File: config.mk
export PLATFORM = sky130hd
export DESIGN_NAME = link_loss_rate_sampler_unit
export DESIGN_NICKNAME = d
export VERILOG_FILES = /design/src/rtl/llrs_pkg.sv /design/src/rtl/link_loss_rate_sampler_unit.sv /design/src/rtl/llrs_perm_div.sv
export SDC_FILE = /design/constraint.sdc
export NUM_CORES = 2
export LEC_CHECK = 0
export ABC_AREA = 1
export BUFFER_PORTS_ARGS = -buffer_cell sky130_fd_sc_hd__clkbuf_2
export CORE_MARGIN = 2
export CORE_UTILIZATION = 35
export CTS_CLUSTER_DIAMETER = 200
export DETAILED_ROUTE_END_ITERATION = 7
export GPL_ROUTABILITY_DRIVEN = 0
export PLACE_DENSITY = 0.64
export RECOVER_POWER = 100
export SYNTH_ARGS = -nofsm -noshare
export SYNTH_HDL_FRONTEND = slang
export SYNTH_SLANG_ARGS = --single-unit
File: constraint.sdc
create_clock -name clk -period 12.38 [get_ports clk]
set_clock_uncertainty 0.05 [all_clocks]
set_input_delay 1.857 -clock clk [delete_from_list [all_inputs] [get_ports clk]]
set_output_delay 1.857 -clock clk [all_outputs]
set_load 0.05 [all_outputs]
File: src/rtl/llrs_pkg.sv
// Package for the link loss rate sampler.
// Holds field widths, serial digit constants and the controller state type.
// No dependencies.
`default_nettype none

package llrs_pkg;

  localparam int LINK_W = 32;
  localparam int CNT_W = 64;
  localparam int NUM_W = 32;
  localparam int PERM_W = 10;
  localparam int WIN_W = 32;

  localparam int S_DATA_W = 160;
  localparam int S_USER_W = 2;
  localparam int M_DATA_W = 80;
  localparam int M_USER_W = 2;

  localparam int DIGIT_W = 4;
  localparam int SCAN_STEPS = CNT_W / DIGIT_W;
  localparam int STEP_W = $clog2(SCAN_STEPS);
  localparam int HALF_STEP = WIN_W / DIGIT_W;

  localparam int PROD_W = CNT_W + PERM_W;
  localparam int DIV_STEPS = PERM_W;
  localparam int DSTEP_W = $clog2(DIV_STEPS);

  localparam logic [PERM_W-1:0] PERMILLE_FULL = PERM_W'(1000);

  typedef enum logic [4:0] {
    ST_IDLE   = 5'b00001,
    ST_SCAN   = 5'b00010,
    ST_DECIDE = 5'b00100,
    ST_DIV    = 5'b01000,
    ST_DONE   = 5'b10000
  } state_t;

endpackage

`default_nettype wire

File: src/rtl/link_loss_rate_sampler_unit.sv
// Link loss rate sampler: one loss report per link sample.
// Uses llrs_pkg and llrs_perm_div.
//
// channel  dir  tdata                                    tuser
// s_*      in   link_number, received_total, lost_total  path_up, counters_valid
// m_*      out  report_number, loss_ppt, window_pk       report_sent, loss_valid
//
// A sample with the path down or counters invalid goes from idle straight to the done state.
// Otherwise the counter deltas are formed 4 bits a cycle in the scan state, then the
// decide state runs, then the permille divider when it is needed. One sample is in
// work at a time; s_tready rises again once the result sits in the output register.
// m_tready low holds the result there. Reset clears the sampler state and the report
// counter.
`default_nettype none

module link_loss_rate_sampler_unit (
  input  wire logic                           clk,
  input  wire logic                           rst,
  input  wire logic                           s_tvalid,
  output logic                                s_tready,
  // link_number[31:0], received_total[95:32], lost_total[159:96]
  input  wire logic [llrs_pkg::S_DATA_W-1:0]  s_tdata,
  // path_up[0], counters_valid[1]
  input  wire logic [llrs_pkg::S_USER_W-1:0]  s_tuser,
  output logic                                m_tvalid,
  input  wire logic                           m_tready,
  // report_number[31:0], loss_ppt[41:32], window_packets[73:42], zero pad
  output logic [llrs_pkg::M_DATA_W-1:0]       m_tdata,
  // report_sent[0], loss_valid[1]
  output logic [llrs_pkg::M_USER_W-1:0]       m_tuser
);
  import llrs_pkg::*;

  state_t              state;
  logic                primed;
  logic [LINK_W-1:0]   last_link;
  logic [CNT_W-1:0]    last_rx;
  logic [CNT_W-1:0]    last_lo;
  logic [NUM_W-1:0]    report_counter;

  logic [LINK_W-1:0]   smp_link;
  logic [CNT_W-1:0]    sh_rx;
  logic [CNT_W-1:0]    sh_lo;
  logic [STEP_W-1:0]   step;
  logic                br_rx;
  logic                br_lo;
  logic                cy;
  logic                rd_zero;
  logic                ld_zero;
  logic                ld_ones;
  logic                hi_nz;

  logic                res_sent;
  logic                res_lv;
  logic [PERM_W-1:0]   res_perm;
  logic [WIN_W-1:0]    res_win;

  logic [DIGIT_W:0]    d_rx;
  logic [DIGIT_W:0]    d_lo;
  logic [DIGIT_W:0]    d_sum;
  logic [CNT_W-1:0]    window;
  logic                accept;
  logic                out_load;
  logic                div_start;
  logic                div_done;
  logic [PERM_W-1:0]   div_q;
  logic [NUM_W-1:0]    cnt_inc;
  logic [NUM_W-1:0]    report_counter_next;

  assign s_tready = (state == ST_IDLE);
  assign accept = s_tvalid && s_tready;
  assign out_load = (state == ST_DONE) && (!m_tvalid || m_tready);

  assign d_rx = {1'b0, sh_rx[DIGIT_W-1:0]} - {1'b0, last_rx[DIGIT_W-1:0]} - {{DIGIT_W{1'b0}}, br_rx};
  assign d_lo = {1'b0, sh_lo[DIGIT_W-1:0]} - {1'b0, last_lo[DIGIT_W-1:0]} - {{DIGIT_W{1'b0}}, br_lo};
  assign d_sum = {1'b0, d_rx[DIGIT_W-1:0]} + {1'b0, d_lo[DIGIT_W-1:0]} + {{DIGIT_W{1'b0}}, cy};

  assign window = cy ? {CNT_W{1'b1}} : sh_rx;
  assign div_start = (state == ST_DECIDE) && primed && (last_link == smp_link)
                     && !br_rx && !br_lo && !(rd_zero && !ld_zero)
                     && !(cy && ld_ones) && !rd_zero && !ld_zero;

  assign cnt_inc = report_counter + 1'b1;
  assign report_counter_next = (cnt_inc == '0) ? NUM_W'(1) : cnt_inc;

  llrs_perm_div u_div (
    .clk      (clk),
    .rst      (rst),
    .start    (div_start),
    .lost     (sh_lo),
    .window   (window),
    .done     (div_done),
    .permille (div_q)
  );

  always_ff @(posedge clk) begin
    if (rst) begin
      state <= ST_IDLE;
      primed <= 1'b0;
      last_link <= '0;
      last_rx <= '0;
      last_lo <= '0;
      report_counter <= '0;
      m_tvalid <= 1'b0;
    end else begin
      if (out_load) begin
        m_tvalid <= 1'b1;
      end else if (m_tready) begin
        m_tvalid <= 1'b0;
      end
      unique case (state)
        ST_IDLE: begin
          if (accept) begin
            if (!s_tuser[0] || !s_tuser[1]) begin
              primed <= 1'b0;
              last_link <= '0;
              last_rx <= '0;
              last_lo <= '0;
              state <= ST_DONE;
            end else begin
              state <= ST_SCAN;
            end
          end
        end
        ST_SCAN: begin
          last_rx <= {sh_rx[DIGIT_W-1:0], last_rx[CNT_W-1:DIGIT_W]};
          last_lo <= {sh_lo[DIGIT_W-1:0], last_lo[CNT_W-1:DIGIT_W]};
          if (step == STEP_W'(SCAN_STEPS - 1)) begin
            state <= ST_DECIDE;
          end
        end
        ST_DECIDE: begin
          if (!primed || last_link != smp_link || br_rx || br_lo) begin
            primed <= 1'b1;
            last_link <= smp_link;
            state <= ST_DONE;
          end else if (div_start) begin
            state <= ST_DIV;
          end else begin
            state <= ST_DONE;
          end
        end
        ST_DIV: begin
          if (div_done) begin
            state <= ST_DONE;
          end
        end
        ST_DONE: begin
          if (out_load) begin
            if (res_sent) begin
              report_counter <= report_counter_next;
            end
            state <= ST_IDLE;
          end
        end
        default: begin
          state <= ST_IDLE;
        end
      endcase
    end
  end

  always_ff @(posedge clk) begin
    unique case (state)
      ST_IDLE: begin
        if (accept) begin
          smp_link <= s_tdata[31:0];
          sh_rx <= s_tdata[95:32];
          sh_lo <= s_tdata[159:96];
          step <= '0;
          br_rx <= 1'b0;
          br_lo <= 1'b0;
          cy <= 1'b0;
          rd_zero <= 1'b1;
          ld_zero <= 1'b1;
          ld_ones <= 1'b1;
          hi_nz <= 1'b0;
          res_sent <= s_tuser[0];
          res_lv <= 1'b0;
          res_perm <= '0;
          res_win <= '0;
        end
      end
      ST_SCAN: begin
        step <= step + 1'b1;
        br_rx <= d_rx[DIGIT_W];
        br_lo <= d_lo[DIGIT_W];
        cy <= d_sum[DIGIT_W];
        sh_rx <= {d_sum[DIGIT_W-1:0], sh_rx[CNT_W-1:DIGIT_W]};
        sh_lo <= {d_lo[DIGIT_W-1:0], sh_lo[CNT_W-1:DIGIT_W]};
        rd_zero <= rd_zero && (d_rx[DIGIT_W-1:0] == '0);
        ld_zero <= ld_zero && (d_lo[DIGIT_W-1:0] == '0);
        ld_ones <= ld_ones && (d_lo[DIGIT_W-1:0] == '1);
        hi_nz <= hi_nz || ((step >= STEP_W'(HALF_STEP)) && (d_sum[DIGIT_W-1:0] != '0));
      end
      ST_DECIDE: begin
        if (primed && last_link == smp_link && !br_rx && !br_lo) begin
          res_lv <= !(rd_zero && ld_zero);
          res_win <= (cy || hi_nz) ? {WIN_W{1'b1}} : sh_rx[WIN_W-1:0];
          if ((rd_zero && !ld_zero) || (cy && ld_ones)) begin
            res_perm <= PERMILLE_FULL;
          end
        end
      end
      ST_DIV: begin
        if (div_done) begin
          res_perm <= div_q;
        end
      end
      ST_DONE: begin
        if (out_load) begin
          m_tdata <= {{(M_DATA_W - NUM_W - PERM_W - WIN_W){1'b0}}, res_win, res_perm,
                      res_sent ? report_counter_next : {NUM_W{1'b0}}};
          m_tuser <= {res_lv, res_sent};
        end
      end
      default: begin
        step <= '0;
      end
    endcase
  end

endmodule

`default_nettype wire

File: src/rtl/llrs_perm_div.sv
// Permille divider: floor(lost * 1000 / window) for 0 < lost < window.
// Restoring division, one quotient bit per cycle; uses llrs_pkg.
`default_nettype none

module llrs_perm_div (
  input  wire logic                        clk,
  input  wire logic                        rst,
  input  wire logic                        start,
  input  wire logic [llrs_pkg::CNT_W-1:0]  lost,
  input  wire logic [llrs_pkg::CNT_W-1:0]  window,
  output logic                             done,
  output logic [llrs_pkg::PERM_W-1:0]      permille
);
  import llrs_pkg::*;

  logic                running;
  logic [DSTEP_W-1:0]  step;
  logic [CNT_W-1:0]    rem;
  logic [PERM_W-1:0]   pbits;
  logic [CNT_W-1:0]    dvs;
  logic [PERM_W-1:0]   quo;
  logic [PROD_W-1:0]   prod;
  logic [CNT_W:0]      trial;
  logic [CNT_W:0]      diff;
  logic                ge;

  // lost * 1000 = lost * 1024 - lost * 16 - lost * 8
  assign prod = {lost, 10'b0} - {6'b0, lost, 4'b0} - {7'b0, lost, 3'b0};
  assign trial = {rem, pbits[PERM_W-1]};
  assign ge = trial >= {1'b0, dvs};
  assign diff = trial - {1'b0, dvs};
  assign permille = quo;

  always_ff @(posedge clk) begin
    if (rst) begin
      running <= 1'b0;
      done <= 1'b0;
      step <= '0;
    end else begin
      done <= 1'b0;
      if (start) begin
        running <= 1'b1;
        step <= '0;
      end else if (running) begin
        step <= step + 1'b1;
        if (step == DSTEP_W'(DIV_STEPS - 1)) begin
          running <= 1'b0;
          done <= 1'b1;
        end
      end
    end
  end

  always_ff @(posedge clk) begin
    if (start) begin
      rem <= prod[PROD_W-1:PERM_W];
      pbits <= prod[PERM_W-1:0];
      dvs <= window;
      quo <= '0;
    end else if (running) begin
      rem <= ge ? diff[CNT_W-1:0] : trial[CNT_W-1:0];
      pbits <= {pbits[PERM_W-2:0], 1'b0};
      quo <= {quo[PERM_W-2:0], ge};
    end
  end

endmodule

`default_nettype wire

======== Yosys cells after proc, flatten, opt, wreduce, memory -nomap -nowiden ========
Cells that the tools add are included.
storage, ports and cells
  register bits after elaboration ......... 644
  input bits .............................. 166
  output and inout bits ................... 84
  logic and storage cells ................. 185
cells by class
  eq/ne operators ......................... 18
  add/sub/neg operators ................... 12
  $lt $le $gt $ge ......................... 2
  bitwise logic cells ..................... 2
  multiplexer cells ....................... 58
  reduce and logical (&&, ||, !) cells .... 61
operators by type and width
  cell                                            number
  case mux 64 bit (2 select lines)                4
  two-way mux 64 bit                              7
  two-way mux 32 bit                              7
  case mux 32 bit (2 select lines)                2
  subtractor 74 x 67 -> 74 bit                    1
  subtractor 74 x 68 -> 74 bit                    1
  >= comparator 65 x 64 -> 1 bit                  1
  subtractor 64 bit                               1
  two-way mux 10 bit                              6
  two-way mux 5 bit                               7
  adder 32 x 1 -> 32 bit (second input constant)  1
  == test 32 bit                                  1
  logical NOT 32 bit                              1
  != test 32 bit                                  1
  case mux 10 bit (3 select lines)                1
  case mux 5 bit (5 select lines)                 1
  logical AND 1 bit                               20
  case mux 1 bit (2 select lines)                 9
  == test 4 bit (second input constant)           3
  two-way mux 1 bit                               12
  != test 2 x 1 -> 1 bit (second input constant)  6
  case mux 4 bit (3 select lines)                 1
  logical NOT 1 bit                               11
  subtractor 4 x 4 -> 5 bit                       2
  other kinds (24)                                46

======== Logic depth before layout (Yosys ltp) ========
  depth in word-level cells ............... 12
  gate-level depth with buffers ........... 19
  depth with buffers taken out ............ 19

======== Modules after synthesis ========
A second synthesis with hierarchy kept.
second synthesis, totals
  cell total of the unflattened synthesis .. 5404
  area total of the unflattened synthesis .. 40316.2 µm²
by module, submodules not included
  module                       area an instance (µm²)  times used  sequential area each (µm²)  cells each
  link_loss_rate_sampler_unit  20229.4                 1           12722.2                     2111
  llrs_perm_div                20086.8                 1           4374.2                      3293

======== Least setup slack after synthesis ========
Ideal clock, no wire load.
  kind .................................... input-to-reg
  start ................................... input port s_tvalid
  end ..................................... register br_lo (enable)
  stages .................................. 2
  setup time .............................. 817 ps
  data required time ...................... 11513 ps
  slack ................................... 191 ps
  data arrival time ....................... 11322 ps
  buffers on the path ..................... 0
  path through ............................ inv_1 > o21ai_0
on the way
  word-level cells in the longest chain between the ends .. 3
RTL lines
  element                                  line                                RTL
  start: declaration                       link_loss_rate_sampler_unit.sv:19   input wire logic s_tvalid,
  logical AND 1 bit                        link_loss_rate_sampler_unit.sv:71   assign accept = s_tvalid && s_tready;
  != test 2 x 1 -> 1 bit (no source line)  n/a
  AND reduction 2 bit (no source line)     n/a
  end signal: assignment                   link_loss_rate_sampler_unit.sv:187  br_lo <= d_lo[DIGIT_W];
  end: declaration                         link_loss_rate_sampler_unit.sv:46   logic br_lo;
Every way passes these cells.
A chain may end at the register's enable or synchronous reset.

======== Worst setup path in the final report ========
  start ................................... input port rst
  end ..................................... register last_lo[1]
RTL lines
  element                 line                                RTL
  start: declaration      link_loss_rate_sampler_unit.sv:18   input wire logic rst,
  end signal: assignment  link_loss_rate_sampler_unit.sv:127  last_lo <= {sh_lo[DIGIT_W-1:0], last_lo[CNT_W-1:DIGIT_W]};
  end: declaration        link_loss_rate_sampler_unit.sv:38   logic [CNT_W-1:0] last_lo;
No word-level cell between the ends.

==> impl_metrics.yaml <==
timing:
  slew_headroom_pct: -203.4
  worst-slew-pin-transition_ns: 4.551
  slew_violations: 974
  hold_viol: 0
  maxClockFrequency_mhz: 127.1
  rsz0062_at_grt: "no"
  setup_tns_ns: 0
  setup_viol: 0
  fin_crit_sh_pct: 63.54
  layout_min_cycle_time_ns: 7.866
logic_synthesis:
  synth_edf_count: 426
  synth_compound_area_share_pct: 9.041
  async_flop_share_pct: 0
  synth_top_family_by_area: "simple AND/OR/NAND/NOR gates"
  synth_seq_cells: 641
  yosysMostFrequentCell: "nand2_1"
  synth_warnings: 0
  muxShareOfSynthArea_pct: 0
  synth_top_cell_by_area: "edfxtp_1"
  yosysTopAreaCellShare_pct: 31.45
  synthTopCellsByArea: "edfxtp_1 (31%), nand2_1 (16%), dfxtp_1 (11%)"
  yosys.area_share.xor_xnor_pct: 2.132
  synth_common_cells: "nand2_1 (1735), inv_1 (850), edfxtp_1 (426)"
  synthAdderAreaFrac_pct: 8.195
  ys_seq_area_share_pct: 42.03
  synth_area_um2: 40670
  syn_inst: 5463
  synth-simple-area-share_pct: 28.46
  ys.flop_type: "edfxtp_1"
  syn_avg_cell_area_um2: 7.445
  ys_types: 49
drt:
  drt-wirelength-per-cell_um: 16.72
  vias: 35840
  wl_um: 120700
  drc: 0
  via_per_inst: 4.967
  drt_first_pass_iters: 6
  first_iter_violations: 3579
  drtAntennaViolNets: 0
global_routing:
  track_usage_pct: 19.85
  antenna_found_initial: 13
  grt_pass1_vias: 33410
  grt_pass1_wl_um: 185100
  grt-ovfl-total: 0
  grt_max_degree: 157
worst_hold_path:
  hp-class: "reg2reg"
setup_path:
  cp-start-kind: "input port"
  worstPathRequired_ns: 12.65
  critPathMaxFanout: 94
  worstPathArrival_ns: 8.14
  timing.setup.critical_path_class: "in2reg"
  endpoint_kind: "flop"
power:
  power_uw: 9411
  p_leak_uw: 0.02005
  powerDensity_nw_per_um2: 208.0
  ir_drop_uv: 161.7
job:
  max-cap-violations: 15
layout:
  areaGrowthSynthToFinish_pct: 11.24
  nFillCells: 12050
  fin_cells: 7216
  nets: 6029
  drive_gt1_share_pct: 5.781
floorplanning:
  dieArea_um2: 118900
  start_util_pct: 35.14
  num_io_pins: 250
  core_area_um2: 115700
  die_width_um: 344.9
  fp-row-count: 125
  dieHeight_um: 344.9
clocking:
  htree_levels: 3
  clockBufferDepth: 3
  ctsHoldBuffers: 0
  cts_tree: "yes"
  cts_resized: 0
  cts.clk_slew.worst_paths_ns: 0.06
  clock_latency_ns: 0.64
  cts.sinks: 641
  cts_buffers: 69
  cts_root_buf: "clkbuf_16"
  postCtsSetupBuffers: 0
place:
  io_buffers: 243
  dp_cells: 7088
  post-dp-hpwl_um: 92920
outcome:
  status: "complete, but fails checks"
  violations: "max-capacitance violations, max-slew violations"
==> worst max-delay path: stages <==
cell and delay [ns]:
clkbuf_1 3.13, clkbuf_1 2.96, a21oi_1 0.08
==> power breakdown <==
group	total, uW	internal, uW	switching, uW
Clock	2080	1170	907
Sequential	2890	2730	168
Combinational	4440	1290	3150
Total	9410	5190	4230
==> logic make-up after synthesis <==
group           count (synthesis)
fa+ha+maj                     228
other cells                     1
simple gates                 2741
xor+xnor                       99
flops                         641
compound gates                718
buf+inv                      1035
==> layer usage <==
metal	track usage [%]	vias to the layer above	part of all wire, %
li1	-	17780	-
met1	27.89	16610	45
met2	30.93	1218	44
met3	3.029	212	7.9
met4	7.152	20	3.6
met5	0	-	0.10
==> through the flow <==
stage          util [%]  instance area, um2  setup WS [ns]  hold WS [ns]
6_report          39.09               45240          4.514        0.3690
5_1_grt           39.09               45240          3.937        0.3819
4_1_cts           39.29               45470          8.123        0.3700
3_5_place_dp      37.34               43210          8.175        0.3545
3_3_place_gp      37.34               43210          8.198        0.3505
2_1_floorplan         -               40690         0.1912        0.3503
==> flip-flops by register name (all words and copies together) (netlist names), 2 cells and up <==
| name | count |
|---|---|
| u_div.dvs | 64 |
| sh_rx | 64 |
| m_tdata | 74 |
| u_div.rem | 64 |
| last_lo | 64 |
| smp_link | 32 |
| u_div.pbits | 7 |
| sh_lo | 64 |
| u_div.step | 4 |
| u_div.permille | 10 |
| step | 4 |
| m_tuser | 2 |
| last_link | 32 |
| report_counter | 32 |
| res_win | 32 |
| state | 5 |
| last_rx | 64 |
| res_perm | 10 |
==> placed cells by master (no fill, tap or decap), drive strengths merged, types with 28 or more instances in the layout <==
| cell | netlist | layout |
|---|---|---|
| xnor2 | 60 | 60 |
| fa | 64 | 64 |
| nor2 | 416 | 416 |
| nand3b | 95 | 95 |
| nand3 | 363 | 363 |
| dfxtp | 215 | 215 |
| nor3 | 32 | 32 |
| a21oi | 416 | 416 |
| xor2 | 39 | 39 |
| inv | 861 | 863 |
| clkinv | 4 | 28 |
| nand2 | 1755 | 1755 |
| clkbuf | 95 | 347 |
| nand4 | 35 | 35 |
| o21ai | 269 | 269 |
| edfxtp | 426 | 426 |
| ha | 164 | 164 |
==> cell type report <==
| type | count | area, um2 | share of cell area, % |
|---|---|---|---|
| Clock buffer | 91 | 1871 | 4.134 |
| Clock inverter | 36 | 389.1 | 0.8601 |
| Multi-Input combinational cell | 3792 | 19500 | 43.09 |
| Tap cell | 1524 | 1907 | 4.215 |
| Inverter | 865 | 3254 | 7.193 |
| Timing Repair Buffer | 266 | 1227 | 2.713 |
| Antenna cell | 1 | 2.502 | 0.005531 |
| Sequential cell | 641 | 17100 | 37.79 |
==> final timing paths <==
check / startpoint / end / slack (ns) / cells after the start
setup / recovery: rst / last_lo[1] / 4.51 / 3
hold / removal: res_win[23] / m_tdata[65] / 0.37 / 0
setup reg to reg: state[4] / u_div.rem[63] / 5.05 / 12
hold reg to reg: res_win[23] / m_tdata[65] / 0.37 / 0
Note: power is estimated with default switching activity, not from simulation.
